### src/hdl/dmic_pkg.sv
`timescale 1ns / 1ps
`default_nettype none

package dmic_pkg;

   localparam int unsigned ADDR_W     = 32;
   localparam int unsigned DATA_W     = 64;
   localparam int unsigned SRC_W      = 4;
   localparam int unsigned WORD_SHIFT = 3;
   localparam int unsigned WORD_W     = ADDR_W - WORD_SHIFT;

   localparam logic OP_FETCH = 1'b0;
   localparam logic OP_FILL  = 1'b1;

   typedef enum logic [1:0] {
      KIND_HIT  = 2'd0,
      KIND_MISS = 2'd1,
      KIND_FILL = 2'd2
   } dmic_kind_type;

   typedef struct packed {
      logic                       opcode;
      logic [ADDR_W-1:0]          address;
      logic signed [DATA_W-1:0]   payload;
      logic [SRC_W-1:0]           source;
   } dmic_item_type;

endpackage

`default_nettype wire

### src/hdl/dmic_queue.sv
`timescale 1ns / 1ps
`default_nettype none

module dmic_queue #(
   parameter int unsigned IDX_W = 7
) (
   input  wire logic                      clock,
   input  wire logic                      reset,
   input  wire logic                      push,
   output logic                           full,
   input  wire dmic_pkg::dmic_item_type   push_item,
   input  wire logic [IDX_W-1:0]          push_idx,
   input  wire logic                      pop,
   output logic                           empty,
   output dmic_pkg::dmic_item_type        pop_item,
   output logic [IDX_W-1:0]               pop_idx
);

   dmic_pkg::dmic_item_type   item_ff [2];
   logic [IDX_W-1:0]          idx_ff  [2];
   logic                      wr_ptr_ff, rd_ptr_ff;
   logic [1:0]                count_ff, count_in;
   logic                      do_push, do_pop;

   assign full     = (count_ff == 2'd2);
   assign empty    = (count_ff == 2'd0);
   assign do_push  = push && !full;
   assign do_pop   = pop && !empty;
   assign pop_item = item_ff[rd_ptr_ff];
   assign pop_idx  = idx_ff[rd_ptr_ff];

   always_comb begin
      count_in = count_ff;
      if (do_push && !do_pop) count_in = count_ff + 2'd1;
      if (do_pop && !do_push) count_in = count_ff - 2'd1;
   end

   always_ff @(posedge clock) begin
      if (reset) begin
         wr_ptr_ff <= 1'b0;
         rd_ptr_ff <= 1'b0;
         count_ff  <= 2'd0;
      end else begin
         count_ff <= count_in;
         if (do_push) wr_ptr_ff <= !wr_ptr_ff;
         if (do_pop)  rd_ptr_ff <= !rd_ptr_ff;
      end
      if (do_push) begin
         item_ff[wr_ptr_ff] <= push_item;
         idx_ff[wr_ptr_ff]  <= push_idx;
      end
   end

endmodule

`default_nettype wire

### config.mk
export PLATFORM = sky130hd
export DESIGN_NAME = dmic_queue
export DESIGN_NICKNAME = d
export VERILOG_FILES = /design/src/hdl/dmic_pkg.sv /design/src/hdl/dmic_queue.sv
export SDC_FILE = /design/constraint.sdc
export NUM_CORES = 1
export LEC_CHECK = 0
export BUFFER_PORTS_ARGS = -buffer_cell sky130_fd_sc_hd__buf_2
export CAP_MARGIN = 20
export CORE_MARGIN = 5
export CORE_UTILIZATION = 52
export DETAILED_ROUTE_END_ITERATION = 8
export PLACE_DENSITY = 0.79
export SLEW_MARGIN = 20
export SYNTH_ARGS = -nofsm -noshare
export SYNTH_HDL_FRONTEND = slang
export SYNTH_SLANG_ARGS = --single-unit
### constraint.sdc
create_clock -name clock -period 4.1 [get_ports clock]
set_input_delay 0.615 -clock clock [delete_from_list [all_inputs] [get_ports clock]]
set_output_delay 0.615 -clock clock [all_outputs]
set_load 0.01 [all_outputs]
==> results.json <==
{
  "gp_congestion": 0.7397,
  "worstMarginPinSlew_ns": 0.8373,
  "area_growth_pct": 25.27,
  "ys_types": 19,
  "syn_nets": 475,
  "clock_latency_ns": 0.49,
  "grt_use_total": 0.1637,
  "drtPass1Iterations": 4,
  "grt_pass1_vias": 4443,
  "antenna_found_initial": 2,
  "cts_buffers": 23,
  "grt_max_degree": 64,
  "criticalPathCategory": "reg -> out",
  "ys_ff_latch": 221,
  "finalNonFillerCells": 804,
  "clock_skew_ns": 0.004259,
  "syn-instance-count": 362,
  "detail_route.wl_per_cell_um": 18.81,
  "ff2ff_path_depth": 5,
  "max_freq_mhz": 352.3,
  "die_area_um2": 17970,
  "drive_gt1_frac": 0.6006,
  "crit_required_ns": 3.48,
  "cts_resized": 0,
  "r2r_slack_ns": 1.79,
  "dieWidth_um": 134.0,
  "power_density_nw_per_um2": 638.2,
  "irDropWorstVdd_mv": 0.4630,
  "numPlacedInstances": 763,
  "vias_per_cell": 5.154,
  "cts_tree": "yes",
  "diodes": 0,
  "hpwl_um": 10010,
  "finalSetupViolations": 0,
  "timing.rr.start": "count_ff[0]$_SDFFE_PP0P_",
  "drc_errors": 0,
  "drv_slew": 0,
  "min_period_ns": 2.838,
  "clk_path_buf_depth": 3,
  "nFillCells": 1036,
  "postCtsSetupBuffers": 0,
  "p_leak_uw": 0.003752,
  "overflow": 0,
  "holdPathStages": 1,
  "path_max_fanout": 63,
  "io_buffers": 221,
  "end_kind": "output port",
  "drt_iter0_drc": 210,
  "ant_nets": 0,
  "synth_area_leader_cell": "edfxtp_1",
  "rr_endpoint": "item_ff[0][67]$_DFFE_PP_",
  "cts_root_buf": "clkbuf_16",
  "cts.clk_slew.worst_paths_ns": 0.06,
  "cp-start-kind": "flip-flop",
  "hold_start": "push_item[94]",
  "drv_cap": 0,
  "dr_total_vias": 4144,
  "critPathArrivalTime_ns": 2.22,
  "rsz0062_at_grt": "false",
  "finalNetCount": 713,
  "finalCritPeriodShare": 0.6923,
  "pin_count": 222,
  "syn_area_um2": 8001,
  "yosysWarnings": 0,
  "htree_levels": 1,
  "slew_headroom": 0.4418,
  "synth_area_leaders": "edfxtp_1 81%, mux2_2 15%, dfxtp_1 1.3%",
  "rows": 45,
  "avgSynthCellArea_um2": 22.10,
  "drt_wl_total_um": 15130,
  "postCtsHoldBufs": 0,
  "start_util": 0.5283,
  "die_y_um": 134.0,
  "min_path_type": "in -> reg",
  "status": "finished, final reports clean",
  "ys_seq_area_frac": 0.8231,
  "synth_top_area_share": 0.8106,
  "clock-sinks": 221,
  "hold_end": "item_ff[1][94]$_DFFE_PP_",
  "grt_pass1_wl_um": 23290,
  "tns_ns": 0,
  "final-hold-violation-count": 0,
  "coreArea_um2": 15150
}
[flip-flops by register name, summed over array words and instances (netlist names), named ones only]
| name | count |
|---|---|
| count_ff | 2 |
| idx_ff | 14 |
| item_ff | 202 |
| wr_ptr_ff | 1 |
| rd_ptr_ff | 1 |
[through the flow]
step / power [µW] / utilization / hold slack (ns) / area, µm² / worst slack (ns)
floorplan: 3994 / - / 0.4518 / 8001 / 0.4591
global placement: 4531 / 0.6163 / 0.4755 / 9334 / 1.653
detailed placement: 4585 / 0.6163 / 0.4979 / 9334 / 1.560
CTS: 6477 / 0.6618 / 0.2946 / 10020 / 1.223
global route: 6701 / 0.6618 / 0.2887 / 10020 / 1.156
finish: 6397 / 0.6618 / 0.3132 / 10020 / 1.262
[layout by cell type (no fill, tap or decap), drive strengths merged]
cell        n
clkinvlp    1
a21oi       2
bufinv      1
buf       225
o21ai       2
xnor2       2
mux2      108
clkbuf     30
nand2b      1
and3        1
edfxtp    216
nand2       1
inv         4
xor2        1
o21a        1
ha          1
dfxtp       5
or3         2
nor2        4
clkinv      8
[per-layer routing]
metal	GRT usage	vias to the layer above	wire length, µm
li1	-	1912	-
met1	0.2041	2025	6057
met2	0.2791	167	7392
met3	0.04989	36	1314
met4	0.04808	4	346
met5	0	-	14
[cell usage after synthesis, drive strengths merged]
master / number
a21oi: 2
and3: 1
buf: 12
dfxtp: 5
edfxtp: 216
ha: 1
inv: 3
mux2: 108
nand2: 1
nand2b: 1
nor2: 4
o21a: 1
o21ai: 2
or3: 2
xnor2: 2
xor2: 1
[cell families (layout without fill, tap and decap cells)]
logic type / Yosys count / count (layout) / share of synthesized area
adder cells (fa/ha/maj): 1 / 1 / 0.001563
XOR/XNOR: 3 / 3 / 0.003284
multiplexers: 108 / 108 / 0.1520
AO/OA/AOI/OAI: 5 / 5 / 0.003441
flip-flops: 221 / 221 / 0.8231
AND/OR/NAND/NOR: 9 / 9 / 0.005785
buffers and inverters: 15 / 269 / 0.01079
[worst max path at each step]
stage / startpoint / to / slack (ns)
global route: flip-flop / pop_item[2] / 1.16
finish: flip-flop / pop_item[95] / 1.26
detailed placement: push / item_ff[0][84]$_DFFE_PP_ / 1.56
floorplan: push / idx_ff[1][0]$_DFFE_PP_ / 0.46
global placement: push / item_ff[0][84]$_DFFE_PP_ / 1.65
CTS: flip-flop / pop_item[2] / 1.22
[layout make-up]
| cell class | count | area [µm²] | area share |
|---|---|---|---|
| multi-input cells | 126 | 1334 | 0.1331 |
| inverters | 3 | 13.76 | 0.001373 |
| flip-flops and latches | 221 | 6590 | 0.6575 |
| repair buffers | 225 | 1161 | 0.1158 |
| clock inverters | 11 | 87.58 | 0.008738 |
| well taps | 188 | 235.2 | 0.02347 |
| clock buffers | 30 | 601.8 | 0.06004 |
[worst max-delay path, cell delays in order, from the launching register on]
cell,delay [ns]
dfxtp_4,0.76
buf_12,0.38
mux2_2,0.39
buf_2,0.15
[power breakdown]
part	internal [µW]	switching (µW)	leakage (µW)
registers	2850	142	0.00206
clock network	1100	786	0.000337
logic	731	783	0.00135
total	4690	1710	0.00375
(Power assumes the default switching activity.)
