==> src/hdl/dmic_pkg.sv <==
`timescale 1ns / 1ps
`default_nettype none

package dmic_pkg;

   localparam int unsigned ADDR_W     = 32;
   localparam int unsigned DATA_W     = 64;
   localparam int unsigned SRC_W      = 4;
   localparam int unsigned WORD_SHIFT = 3;
   localparam int unsigned WORD_W     = ADDR_W - WORD_SHIFT;

   localparam logic OP_FETCH = 1'b0;
   localparam logic OP_FILL  = 1'b1;

   typedef enum logic [1:0] {
      KIND_HIT  = 2'd0,
      KIND_MISS = 2'd1,
      KIND_FILL = 2'd2
   } dmic_kind_type;

   typedef struct packed {
      logic                       opcode;
      logic [ADDR_W-1:0]          address;
      logic signed [DATA_W-1:0]   payload;
      logic [SRC_W-1:0]           source;
   } dmic_item_type;

endpackage

`default_nettype wire

==> src/hdl/dmic_front.sv <==
`timescale 1ns / 1ps
`default_nettype none

module dmic_front #(
   parameter int unsigned NUM_LINES = 128
) (
   input  wire logic                              clock,
   input  wire logic                              reset,
   input  wire logic                              push,
   output logic                                   full,
   input  wire dmic_pkg::dmic_item_type           item,
   output logic                                   q_push,
   input  wire logic                              q_full,
   output dmic_pkg::dmic_item_type                q_item,
   output logic [$clog2(NUM_LINES)-1:0]           q_idx
);

   localparam int unsigned IDX_W = $clog2(NUM_LINES);
   localparam int unsigned WW    = dmic_pkg::WORD_W;
   localparam int unsigned SH    = WW + IDX_W;
   localparam int unsigned MW    = WW + 1;
   localparam int unsigned PW    = WW + MW;
   // Reciprocal scaled so that the quotient is exact for every word number.
   localparam logic [63:0] MAGIC   = ((64'd1 << SH) + 64'(NUM_LINES) - 64'd1) / 64'(NUM_LINES);
   localparam logic [MW-1:0] MAGIC_W = MAGIC[MW-1:0];

   typedef enum logic [1:0] {
      F_IDLE,
      F_MUL,
      F_MOD,
      F_READY
   } state_type;

   state_type                 state_ff, state_in;
   dmic_pkg::dmic_item_type   item_ff;
   logic [PW-1:0]             prod_ff, prod_in;
   logic [IDX_W-1:0]          idx_ff, idx_in;
   logic [WW-1:0]             word_num;
   logic [WW-1:0]             quot;
   logic [WW-1:0]             quot_n;
   logic [WW-1:0]             rem;

   assign word_num = item_ff.address[dmic_pkg::ADDR_W-1:dmic_pkg::WORD_SHIFT];
   assign prod_in  = PW'(word_num) * PW'(MAGIC_W);
   assign quot     = WW'(prod_ff >> SH);
   assign quot_n   = WW'(quot * WW'(NUM_LINES));
   assign rem      = word_num - quot_n;
   assign idx_in   = rem[IDX_W-1:0];

   assign full   = (state_ff != F_IDLE);
   assign q_push = (state_ff == F_READY) && !q_full;
   assign q_item = item_ff;
   assign q_idx  = idx_ff;

   always_comb begin
      state_in = state_ff;
      unique case (state_ff)
         F_IDLE:  if (push) state_in = F_MUL;
         F_MUL:   state_in = F_MOD;
         F_MOD:   state_in = F_READY;
         F_READY: if (!q_full) state_in = F_IDLE;
         default: state_in = F_IDLE;
      endcase
   end

   always_ff @(posedge clock) begin
      if (reset) begin
         state_ff <= F_IDLE;
      end else begin
         state_ff <= state_in;
      end
      if (state_ff == F_IDLE && push) begin
         item_ff <= item;
      end
      if (state_ff == F_MUL) begin
         prod_ff <= prod_in;
      end
      if (state_ff == F_MOD) begin
         idx_ff <= idx_in;
      end
   end

endmodule

`default_nettype wire

==> config.mk <==
export PLATFORM = sky130hd
export DESIGN_NAME = dmic_front
export DESIGN_NICKNAME = d
export VERILOG_FILES = /design/src/hdl/dmic_pkg.sv /design/src/hdl/dmic_front.sv
export SDC_FILE = /design/constraint.sdc
export NUM_CORES = 1
export LEC_CHECK = 0
export BUFFER_PORTS_ARGS = -buffer_cell sky130_fd_sc_hd__buf_2
export CAP_MARGIN = 20
export CORE_ASPECT_RATIO = 0.8
export CORE_MARGIN = 1
export CORE_UTILIZATION = 38
export CTS_BUF_LIST = sky130_fd_sc_hd__clkbuf_8 sky130_fd_sc_hd__clkbuf_16
export DETAILED_ROUTE_END_ITERATION = 16
export PLACE_DENSITY = 0.76
export SYNTH_ARGS = -nofsm -noshare
export SYNTH_HDL_FRONTEND = slang
export SYNTH_SLANG_ARGS = --single-unit
==> constraint.sdc <==
create_clock -name clock -period 2.1 [get_ports clock]
set_input_delay 0.21 -clock clock [delete_from_list [all_inputs] [get_ports clock]]
set_output_delay 0.21 -clock clock [all_outputs]
set_load 0.01 [all_outputs]
==> results of run 1 <==
## worst max-delay path by stage
| stage | from | endpoint |
|---|---|---|
| floorplan | state_ff[1] | q_item[0] |
| global placement | state_ff[1] | q_item[24] |
| detailed placement | state_ff[0] | q_item[60] |
| CTS | state_ff[0] | q_item[16] |
| global route | state_ff[0] | q_item[83] |
| finish | state_ff[0] | q_item[16] |
## power breakdown
group | internal (uW) | switching, uW | leakage, uW
Combinational | 574 | 877 | 0.00127
Sequential | 3110 | 146 | 0.00104
Clock | 452 | 735 | 0.0000939
Total | 4140 | 1760 | 0.00241
## logic make-up after synthesis
logic type | Yosys count | synth area share (%)
DFF | 110 | 96.6
and+or+nand+nor | 5 | 0.810
AOI/OAI and AO/OA | 4 | 1.03
buffers and inverters | 4 | 0.442
adders and majority gates | 3 | 1.10
## routing by layer
layer	GRT usage, %	part of all wire [%]	up-vias
met4	6.10	1.3	0
met3	6.99	9.0	13
met2	27.3	54	145
met5	0	0	-
li1	-	-	1117
met1	17.0	36	1143
## layout by cell type, fill, tap and decap left out, drive strengths merged, types with 2 or more instances in the layout
master and n:
clkbuf 9, edfxtp 108, dfxtp 2, ha 3, a211oi 2, inv 9, buf 216, dlygate4sd3 83
## sequential cells by signal, indices dropped and copies added, names as in the netlist
name,count
q_item,101
state_ff,2
q_idx,7
## layout make-up
class                           instances  area [um^2]  area share, %
Timing Repair Buffer                  299         1930           34.1
Clock inverter                          7         57.6           1.02
Clock buffer                            9          124           2.19
Inverter                                4         15.0          0.266
Multi-Input combinational cell         12          101           1.79
Tap cell                              112          140           2.48
Sequential cell                       110         3280           58.1
## critical path, stage by stage (launching register included)
cell and delay, ps:
dfxtp_1 350, inv_1 90, ha_1 210, and2_4 180, buf_4 450
## through the flow
stage          total power [uW]  instances  hold slack (ps)
6_report                   5900        553             25.1
5_1_grt                    6180        553            -1.61
4_1_cts                    5820        485            0.122
3_5_place_dp               4640        454              388
3_3_place_gp               4570        454              386
2_1_floorplan              3920        126              283
==> results.txt, run 1 <==
Syn Std Cell Area -> 3400 um^2
Setup TNS -> 0 ps
Die span in y -> 86.6 um
Fmax -> 0.603 GHz
Arrival @ worst endpoint -> 1660 ps
Status -> finished clean
Post-DRT Antenna Nets -> 0
Peak supply drop -> 0.555 mV
Worst Hold Endpoint -> q_item[87]
WL/cell -> 15.3 um
Final nets -> 544
DRC violations left -> 0
Core Rows -> 30
Post-Synthesis Cells -> 126
CORE AREA -> 8600 um^2
Min-Delay Path Depth -> 1
Design Area, Final -> 5650 um^2
Post-synth net total -> 234
Post-CTS setup buffers -> 0
Post-synth ARST share -> 0%
Drt via density -> 4.37
CP startpoint kind -> register
Global route total overflow -> 0
Vias in the first global route -> 2,198
Post-synth cell types -> 13
Power Density -> 1040 nW/um^2
Setup violations, final -> 0
H-Tree Depth -> 3
IO buf count -> 214
Minimum clock period after layout -> 1660 ps
Slew @ Worst Pin -> 539 ps
Unrepaired setup endpoints after global routing -> no
Place WS -> 442 ps
Diode count -> 0
Clock Tree Root -> clkbuf_8
CP required -> 2100 ps
Largest net degree at the start of global routing -> 59
DR vias -> 2,418
Number of synthesized flops with an enable pin -> 108
Share of the synthesized area in the top cell type -> 95.4%
DRT Wirelength -> 8.45 mm
Max-cap violations -> 0
R2R Path Start -> state_ff[0]
Hold-fix buffers, CTS -> 15
Top cells by area, synth -> edfxtp_1 95%, dfxtp_1 1.2%, ha_1 1.1%, inv_1 0.44%, a211oi_2 0.37%
Clock transition at path regs -> 100 ps
Fillers -> 580
Reg2reg end -> q_item[16]
Clock Sinks -> 110
I/O Pins -> 215
Most frequent cell after synthesis -> edfxtp_1
Post-DP HPWL -> 5.39 mm
Clock Tree Buf Depth -> 2
Seq/Total Area, Yosys -> 96.6%
Rel. slew slack -> 64.1%
Layout cell share with drive strength beyond 1 -> 52.8%
Total track usage -> 15.7%
Fin. Hold Viols -> 0
Pre-antenna DRT Iters -> 4
Setup slack after layout -> 441 ps
Reg2reg setup slack -> 440 ps
Worst min path class -> primary input to register
CP Max Fanout -> 43
Initial antenna violation count -> 0
Mean Syn Cell Area -> 27.0 um^2
Worst-Skew Late Latency -> 360 ps
HP Start -> item[87]
Post-DP Area -> 4640 um^2
Detailed Route Iter0 Violations -> 74
Fin crit share -> 79.0%
Routability-driven placement congestion ratio -> 0.743
Largest area contributor in the netlist -> edfxtp_1
Yosys warning count -> 0
Final core utilization -> 65.7%
Crit path kind -> register to register
Setup Skew -> 10.1 ps
Commonest register cell after synthesis -> edfxtp_1
Register bit total from synthesis -> 110
CTS-repair resized insts -> 0
Synth-to-layout area growth -> 66.3%
Final Max Slew Viols -> 0
First-pass GRT wire length -> 10.6 mm
Die Area -> 9330 um^2
Cts bufs inserted -> 9
R2R depth -> 4
TritonCTS clock tree -> yes
Initial Util -> 39.5%
Die Wd -> 108 um
CP endpoint kind -> register
Leak -> 0.00241 uW
Commonest cells in the netlist -> 108 x edfxtp_1, 4 x inv_1, 3 x ha_1, 2 x dfxtp_1
No activity file was read; power rests on OpenSTA's default activity.
==> inputs of run 2 (changes only) <==
--- a/config.mk
+++ b/config.mk
@@ -9,10 +9,10 @@
 export CAP_MARGIN = 20
 export CORE_ASPECT_RATIO = 0.8
 export CORE_MARGIN = 1
-export CORE_UTILIZATION = 38
+export CORE_UTILIZATION = 42
 export CTS_BUF_LIST = sky130_fd_sc_hd__clkbuf_8 sky130_fd_sc_hd__clkbuf_16
 export DETAILED_ROUTE_END_ITERATION = 16
-export PLACE_DENSITY = 0.76
+export PLACE_DENSITY = 0.79
 export SYNTH_ARGS = -nofsm -noshare
 export SYNTH_HDL_FRONTEND = slang
 export SYNTH_SLANG_ARGS = --single-unit
==> constraint.sdc (replaced) <==
create_clock -name clock -period 1.65 [get_ports clock]
set_input_delay 0.165 -clock clock [delete_from_list [all_inputs] [get_ports clock]]
set_output_delay 0.165 -clock clock [all_outputs]
set_load 0.01 [all_outputs]
==> run 2 against run 1 <==
The run now fails in clock tree synthesis (4_1_cts). Synthesized area is the same. Synthesized cell count is the same.
==> results.txt, run 2 <==
H-Tree Depth -> 3 (unchanged)
IO buf count -> 214 (unchanged)
CTS-repair resized insts -> 0 (unchanged)
Commonest cells in the netlist -> 108 x edfxtp_1, 4 x inv_1, 3 x ha_1, 2 x dfxtp_1
Syn Std Cell Area -> 3400 um^2 (unchanged)
Failing step -> clock tree synthesis (4_1_cts)
Most frequent cell after synthesis -> edfxtp_1
Mean Syn Cell Area -> 27.0 um^2 (unchanged)
Largest area contributor in the netlist -> edfxtp_1
Number of synthesized flops with an enable pin -> 108 (unchanged)
Core Rows -> 28 (-6.7%)
Die Wd -> 103 um (-4.8%)
Post-CTS setup buffers -> 0 (unchanged)
Clock Tree Root -> clkbuf_8
Post-Synthesis Cells -> 126 (unchanged)
Initial Util -> 44.7% (+5.2 points)
Post-synth ARST share -> 0% (unchanged)
Clock Sinks -> 110 (unchanged)
Place WS -> 306 ps (-136 ps)
Register bit total from synthesis -> 110 (unchanged)
Placed cells -> 447 (-1.5%)
Die span in y -> 82.5 um (-4.8%)
Status -> did not finish
Hold-fix buffers, CTS -> 101 (+86)
Clock Tree Buf Depth -> 2 (unchanged)
Post-synth cell types -> 13 (unchanged)
Post-DP HPWL -> 5.45 mm (+1.1%)
Error -> [ERROR RSZ-0060] Max buffer count reached.
Top cells by area, synth -> edfxtp_1 95%, dfxtp_1 1.2%, ha_1 1.1%, inv_1 0.44%, a211oi_2 0.37%
Routability-driven placement congestion ratio -> 0.741 (-0.20%)
Post-synth net total -> 234 (unchanged)
I/O Pins -> 215 (unchanged)
Cts bufs inserted -> 9 (unchanged)
Yosys warning count -> 0 (unchanged)
Share of the synthesized area in the top cell type -> 95.4% (unchanged)
Commonest register cell after synthesis -> edfxtp_1
Seq/Total Area, Yosys -> 96.6% (unchanged)
run 2: cell counts after synthesis:
No cell type changed its count.
run 2: kinds of logic after synthesis:
| family | Yosys count | share of synthesized area [%] |
|---|---|---|
| DFF | 110 | 96.6 |
| adders and majority gates | 3 | 1.10 |
| buffers and inverters | 4 | 0.442 |
| AOI/OAI and AO/OA | 4 | 1.03 |
| and+or+nand+nor | 5 | 0.810 |
run 2: through the flow:
step	instance area, um^2	utilization [%]
after global placement	4660	61.2
after floorplan	3410	-
after detailed placement	4660	61.2
==> inputs of run 3 (changes only) <==
--- a/config.mk
+++ b/config.mk
@@ -7,12 +7,10 @@
 export LEC_CHECK = 0
 export BUFFER_PORTS_ARGS = -buffer_cell sky130_fd_sc_hd__buf_2
 export CAP_MARGIN = 20
-export CORE_ASPECT_RATIO = 0.8
 export CORE_MARGIN = 1
-export CORE_UTILIZATION = 42
-export CTS_BUF_LIST = sky130_fd_sc_hd__clkbuf_8 sky130_fd_sc_hd__clkbuf_16
+export CORE_UTILIZATION = 35
 export DETAILED_ROUTE_END_ITERATION = 16
-export PLACE_DENSITY = 0.79
+export PLACE_DENSITY_LB_ADDON = 0.15
 export SYNTH_ARGS = -nofsm -noshare
 export SYNTH_HDL_FRONTEND = slang
 export SYNTH_SLANG_ARGS = --single-unit
==> run 3 against run 2 <==
The run again fails in clock tree synthesis (4_1_cts). Synthesized area did not move. Synthesized cell count did not move.
==> results.txt, run 3 <==
Share of the synthesized area in the top cell type -> 95.4% (unchanged)
Commonest register cell after synthesis -> edfxtp_1
Commonest cells in the netlist -> 108 x edfxtp_1, 4 x inv_1, 3 x ha_1, 2 x dfxtp_1
Post-synth cell types -> 13 (unchanged)
Place WS -> 256 ps (-50.0 ps)
Yosys warning count -> 0 (unchanged)
Hold-fix buffers, CTS -> 101 (unchanged)
Syn Std Cell Area -> 3400 um^2 (unchanged)
Most frequent cell after synthesis -> edfxtp_1
Clock Tree Buf Depth -> 2 (unchanged)
Error -> [ERROR RSZ-0060] Max buffer count reached.
CTS-repair resized insts -> 0 (unchanged)
Post-synth ARST share -> 0% (unchanged)
Seq/Total Area, Yosys -> 96.6% (unchanged)
Clock Tree Root -> clkbuf_8
Post-synth net total -> 234 (unchanged)
Cts bufs inserted -> 9 (unchanged)
Largest area contributor in the netlist -> edfxtp_1
Die span in y -> 101 um (+22%)
Register bit total from synthesis -> 110 (unchanged)
Post-Synthesis Cells -> 126 (unchanged)
Post-DP HPWL -> 5.51 mm (+1.2%)
Number of synthesized flops with an enable pin -> 108 (unchanged)
Die Wd -> 101 um (-2.0%)
H-Tree Depth -> 3 (unchanged)
Top cells by area, synth -> edfxtp_1 95%, dfxtp_1 1.2%, ha_1 1.1%, inv_1 0.44%, a211oi_2 0.37%
Core Rows -> 35 (+25%)
Failing step -> clock tree synthesis (4_1_cts)
Mean Syn Cell Area -> 27.0 um^2 (unchanged)
IO buf count -> 214 (unchanged)
Status -> did not finish
Clock Sinks -> 110 (unchanged)
Initial Util -> 36.4% (-8.3 points)
I/O Pins -> 215 (unchanged)
Post-CTS setup buffers -> 0 (unchanged)
Routability-driven placement congestion ratio -> 0.723 (-2.5%)
[run 3: cells by family after synthesis]
group | after synthesis | synth area share [%]
adders and majority gates | 3 | 1.10
AOI/OAI and AO/OA | 4 | 1.03
and+or+nand+nor | 5 | 0.810
DFF | 110 | 96.6
buffers and inverters | 4 | 0.442
[run 3: stage by stage]
| stage | std cells | TNS (ps) | util, % | hold WS, ps | instance area [um^2] |
|---|---|---|---|---|---|
| 2_1_floorplan | 126 | -4940 | - | 238 | 3410 |
| 3_3_place_gp | 474 | 0 | 50.7 | 341 | 4730 |
| 3_5_place_dp | 474 | 0 | 50.7 | 343 | 4730 |
